## src/rtl/tmbv_pkg.sv

```systemverilog
package tmbv_pkg;

	localparam int unsigned ADC_W  = 12;
	localparam int unsigned MV_W   = 16;
	localparam int unsigned PROD_W = ADC_W + MV_W;

	typedef logic [ADC_W-1:0]  adc_t;
	typedef logic [MV_W-1:0]   mv_t;
	typedef logic [PROD_W-1:0] prod_t;

	localparam adc_t ADC_FULL_CODE    = 12'd4095;
	localparam mv_t  FULL_SCALE_RESET = 16'd9900;

	// Load enables of the scaling stages
	typedef struct packed {
		logic s1;
		logic s2;
		logic s3;
	} scale_ld_t;

	// Exact floor(p / 4095): p = a*4096 + b = a*4095 + (a + b), then fold once more.
	function automatic mv_t div_full_code(input prod_t p);
		logic [MV_W:0]    fold;
		logic [4:0]       carry;
		logic [ADC_W:0]   rest;
		logic             adj;
		fold  = {1'b0, p[PROD_W-1:ADC_W]} + {5'b0, p[ADC_W-1:0]};
		carry = fold[MV_W:ADC_W];
		rest  = {8'b0, carry} + {1'b0, fold[ADC_W-1:0]};
		adj   = (rest >= {1'b0, ADC_FULL_CODE});
		return p[PROD_W-1:ADC_W] + mv_t'(carry) + mv_t'(adj);
	endfunction

endpackage

```

## src/rtl/tmbv_scale.sv

```systemverilog
module tmbv_scale import tmbv_pkg::*; (
	input  logic      clk,
	input  adc_t      adc_sample,
	input  mv_t       full_scale,
	input  scale_ld_t ld,
	output mv_t       scaled_s3
);

	adc_t  sample_s1;
	prod_t prod_s2;

	// Capture, multiply, then divide by the full ADC code
	always_ff @(posedge clk) begin
		if (ld.s1) begin
			sample_s1 <= adc_sample;
		end
		if (ld.s2) begin
			prod_s2 <= prod_t'(sample_s1) * prod_t'(full_scale);
		end
		if (ld.s3) begin
			scaled_s3 <= div_full_code(prod_s2);
		end
	end

endmodule

```

## config.mk

```make
export PLATFORM = sky130hd
export DESIGN_NAME = tmbv_scale
export DESIGN_NICKNAME = d
export VERILOG_FILES = /design/src/rtl/tmbv_pkg.sv /design/src/rtl/tmbv_scale.sv
export SDC_FILE = /design/constraint.sdc
export NUM_CORES = 1
export LEC_CHECK = 0
export ABC_AREA = 1
export BUFFER_PORTS_ARGS = -buffer_cell sky130_fd_sc_hd__buf_4
export CAP_MARGIN = 10
export CORE_MARGIN = 2
export CORE_UTILIZATION = 64
export DETAILED_ROUTE_END_ITERATION = 8
export GPL_TIMING_DRIVEN = 0
export PLACE_DENSITY = 0.91
export REMOVE_ABC_BUFFERS = 1
export SYNTH_ARGS = -nofsm -noshare
export SYNTH_HDL_FRONTEND = slang
export SYNTH_SLANG_ARGS = --single-unit
```

## constraint.sdc

```tcl
create_clock -name clk -period 6.35 [get_ports clk]
set_clock_uncertainty 0.1 [all_clocks]
set_input_delay 0.635 -clock clk [delete_from_list [all_inputs] [get_ports clk]]
set_output_delay 0.635 -clock clk [all_outputs]
set_load 0.1 [all_outputs]
```

# After elaboration in Yosys (flattened, before gate mapping)
# Index checks and enable logic that the tools add are counted.
# W data, S select, Z words.
dict set report op_classes {
  multipliers 1
  n_addsub 4
  magnitude_cmp 1
}
# op n
set ops {}
lappend ops {{$mul A12 B16 Y28} 1}
lappend ops {{$add A16 B12 Y17} 1}
lappend ops {{$add A16 B1 Y16} 1}
lappend ops {{$add A16 B5 Y16} 1}
lappend ops {{$add A5 B12 Y13} 1}
lappend ops {{$ge A13 B12 Y1 const B} 1}
dict set report totals {
  out_inout_bits 16
  inputBits 32
  reg_bits 56
  elab_cells 9
}

# Longest topological paths before layout
dict set report logic_depth {
  ltp_word 4
  mapped_depth 35
  mapped_depth_nobuf 35
}

# Least setup slack after synthesis
# No wires, ideal clock.
dict set report synth_timing {
  kind {input-to-reg}
  start {in full_scale[0]}
  end {reg prod_s2[20], data pin}
  cell_stages 18
  setup_ns 0.262
  setup_slack_ns 0.807
  t_required_ns 5.988
  n_path_buf 1
  t_arrival_ns 5.182
  path_cell_list {clkbuf_1 nand2_1 fa_1 fa_1 inv_1 fa_1 inv_1 fa_1 inv_1 fa_1 ha_1 a21oi_1 o21ai_1 a21boi_0 o21ai_1 a21boi_1 o21ai_1 xor2_1}
}
dict set report synth_between {
  elab_chain_len 1
}
# item line_no
set synth_lines {}
lappend synth_lines {{start: declaration} tmbv_scale.sv:4} ;# input mv_t full_scale,
lappend synth_lines {{$mul A12 B16 Y28} tmbv_scale.sv:18} ;# prod_s2 <= prod_t'(sample_s1) * prod_t'(full_scale);
lappend synth_lines {{end signal: assignment} tmbv_scale.sv:18}
lappend synth_lines {{end: declaration} tmbv_scale.sv:10} ;# prod_t prod_s2;
# No other way between the ends.
# A chain may end at the register's enable or synchronous reset.

# Final worst setup path
dict set report layout_timing {
  start {reg sample_s1[10]}
  end {reg prod_s2[22], data pin}
}
dict set report layout_between {
  elab_chain_len 1
}
# item line_no
set layout_lines {}
lappend layout_lines {{start: declaration} tmbv_scale.sv:9} ;# adc_t sample_s1;
lappend layout_lines {{start signal: assignment} tmbv_scale.sv:15} ;# sample_s1 <= adc_sample;
lappend layout_lines {{$mul A12 B16 Y28} tmbv_scale.sv:18}
# No other way between the ends.

==> results by group <==
Run status
  • Status: finished, final reports clean

Detailed routing
  • Routed WL: 20130 um
  • Drt first pass iters: 6
  • Final ANT Viol Nets: 0
  • Vias per inst: 5.474
  • DRC: 0
  • DR iter-0 viols: 533
  • DR WL/cell: 15.09 um
  • Via count: 7302

Global route
  • Vias in the first global route: 7694
  • Remaining Overflow, GRT: 0
  • Largest net degree at the start of global routing: 29
  • Number of antenna violations at the first check in global routing: 0
  • First-pass GRT wire length: 34600 um
  • Gr usage total: 27.47%

Place
  • Placer Congestion: 0.9271
  • Cells after DPL: 1326
  • HPWL after detailed placement: 16670 um
  • PortBufs: 47
  • Setup WS pre-CTS: 462.6 ps

Floorplanning
  • Starting Density: 65.13%
  • Die Y: 125.2 um
  • Total die area: 0.01566 sq mm
  • Core ar.: 0.01442 sq mm
  • Die W: 125.2 um
  • Io pins: 48
  • Row cnt: 44

Yosys
  • Most common library cells after synthesis: 313 x nand2_1, 275 x inv_1, 142 x fa_1
  • Mux contribution to synthesized area: 0%
  • Synth Instances: 1135
  • Post-synthesis compound-gate area fraction: 4.542%
  • Largest family of logic cells by synthesized area: adder cells
  • Post-Synth XOR/XNOR Area: 4.275%
  • Post-Synthesis Cell Area: 0.009394 sq mm
  • Ranking of synthesized cells by area: fa_1 30%, edfxtp_1 18%, nand2_1 13%
  • Top_reg_cell synth: edfxtp_1
  • Yosys cell types: 42
  • Simple-gate portion of the synthesized area: 18.65%
  • Top-area cell type share of the netlist area: 30.26%
  • Count of state elements after synthesis: 56
  • Seq/Total Area, Yosys: 17.90%
  • FFs w/ async S/R, synth: 0%
  • Leading area contributor after synthesis: fa_1
  • Post-Synth Adder-Cell Area: 41.85%
  • Synthesis Warnings: 0
  • Dominant cell by count in the synthesized netlist: nand2_1
  • Post-synth EDFFs: 56
  • Syn_area_per_cell: 8.277 sq um

Clock network
  • Hold-fix buffers at CTS: 0
  • Postcts setup bufs: 0
  • PostCTS Resize Cnt: 0
  • Reg clk slew, reported paths: 70 ps
  • CTS H-tree lvls: 2
  • CTS Root Cell: clkbuf_16
  • CTS tree: done
  • Clk sink count: 56
  • Worst-skew pair later-pin latency: 310 ps
  • Num CTS Buffers: 5
  • Clock Tree Buf Depth: 2

Cells and area
  • Multi-input logic area: 0.006511 sq mm
  • FF/Latch Area: 0.001682 sq mm
  • Finished Core Util: 69.14%
  • # nets final: 1410
  • Synth-to-layout area growth: 6.153%
  • Fill count: 1110
  • Final Non-Filler Cells: 1334
  • Fraction of layout cells with a size suffix above 1: 7.478%
  • Antenna cells: 0

Setup path
  • CP max stage delay: 750 ps
  • Crit. End Element: flip-flop
  • Setup Crit Path Kind: reg2reg
  • Data required, critical path: 6290 ps
  • CP cell instances: nand2_1 > fa_1 > fa_1 > inv_1 > fa_1 > inv_1 > fa_1 > inv_1 > fa_1 > ha_1 > a21oi_1 > o21ai_1 > a21boi_0 > o21ai_1 > a21boi_1 > o21ai_1 > xor2_1
  • Cell repeated most along the worst path: fa_1
  • Worst Setup Start Kind: flip-flop
  • WP data arrival: 5910 ps
  • Max FO, Critical Path: 16
  • CP max stage cell: edfxtp_1

STA
  • Final Max Tran Viols: 0
  • Fin. Hold Viols: 0
  • Worst Max-Slew Pin Slew: 734.6 ps
  • Tmin final: 5965 ps
  • Fin worst setup slack: 385.4 ps
  • Slew headroom: 51.03%
  • RSZ-0062 raised after global routing: false
  • Setup TNS: 0 ps
  • Fin crit share: 93.93%
  • FMAX: 0.1677 GHz
  • Final setup vio count: 0

Flow run
  • MaxCap Viol Count: 0

Hold path
  • Worst min-delay path class: in2reg
==> cell usage in the layout, fill, tap and decap left out, drive strengths merged, types with 4 or more instances in the layout <==
master,count
clkbuf,6
inv,279
o21bai,5
a21oi,38
nand3,32
o21ai,16
nand2,327
nand4,8
buf,47
nor4,4
fa,142
ha,87
xnor2,11
a21o,4
edfxtp,56
nor2,30
nor3,5
xor2,34
==> per-layer routing <==
layer | GRT usage (%) | up-vias | wire, um
met3 | 3.723 | 76 | 1329
met2 | 50.13 | 322 | 10390
met5 | 0 | - | 0
met1 | 32.04 | 3483 | 7583
met4 | 12.88 | 0 | 831
li1 | - | 3421 | -
==> critical path, delay by kind of cell (launching register included) <==
family,cells,cell delay (ps)
flip-flops,1,750
buffers and inverters,3,170
XOR/XNOR,1,160
adder cells (fa/ha/maj),6,3050
AND/OR/NAND/NOR,1,210
AO/OA/AOI/OAI,6,1280
==> cell type report <==
type | instances | area share [%]
multi-input combinational | 759 | 65.29
sequential | 56 | 16.86
inverter | 280 | 10.54
clock buffer | 6 | 1.292
clock inverter | 2 | 0.1631
timing repair buffer | 47 | 3.538
tap | 184 | 2.309
==> logic make-up (layout without fill, tap and decap cells) <==
kind of cell,after synthesis,in the layout
xor gates and xnor gates,45,45
DFF,56,56
AOI/OAI and AO/OA,71,71
adders and majority gates,229,229
and+or+nand+nor,414,414
buffers and inverters,320,335
==> flip-flops by register name, indices dropped and copies added (netlist names) <==
signal and cells:
scaled_s3 16, prod_s2 28, sample_s1 12
==> stage by stage <==
stage	cell area, sq um	hold slack [ps]
floorplan	9244	460.1
global placement	9827	509.4
detailed placement	9827	503.5
CTS	9972	399.6
global route	9972	400.8
finish	9972	406.7
==> path summary, 6_finish.rpt <==
path / slack, ps / from / cells after the start / to
worst max-delay path: 390 / sample_s1[10] / 17 / prod_s2[22]
worst min register to register: 510 / prod_s2[23] / 2 / scaled_s3[11]
worst min-delay path: 410 / adc_sample[5] / 1 / sample_s1[5]
worst max register to register: 390 / sample_s1[10] / 17 / prod_s2[22]
Power is left out: the tool's default activity adds up to more than one toggle a clock period on the data nets, which glitch-free logic cannot reach.
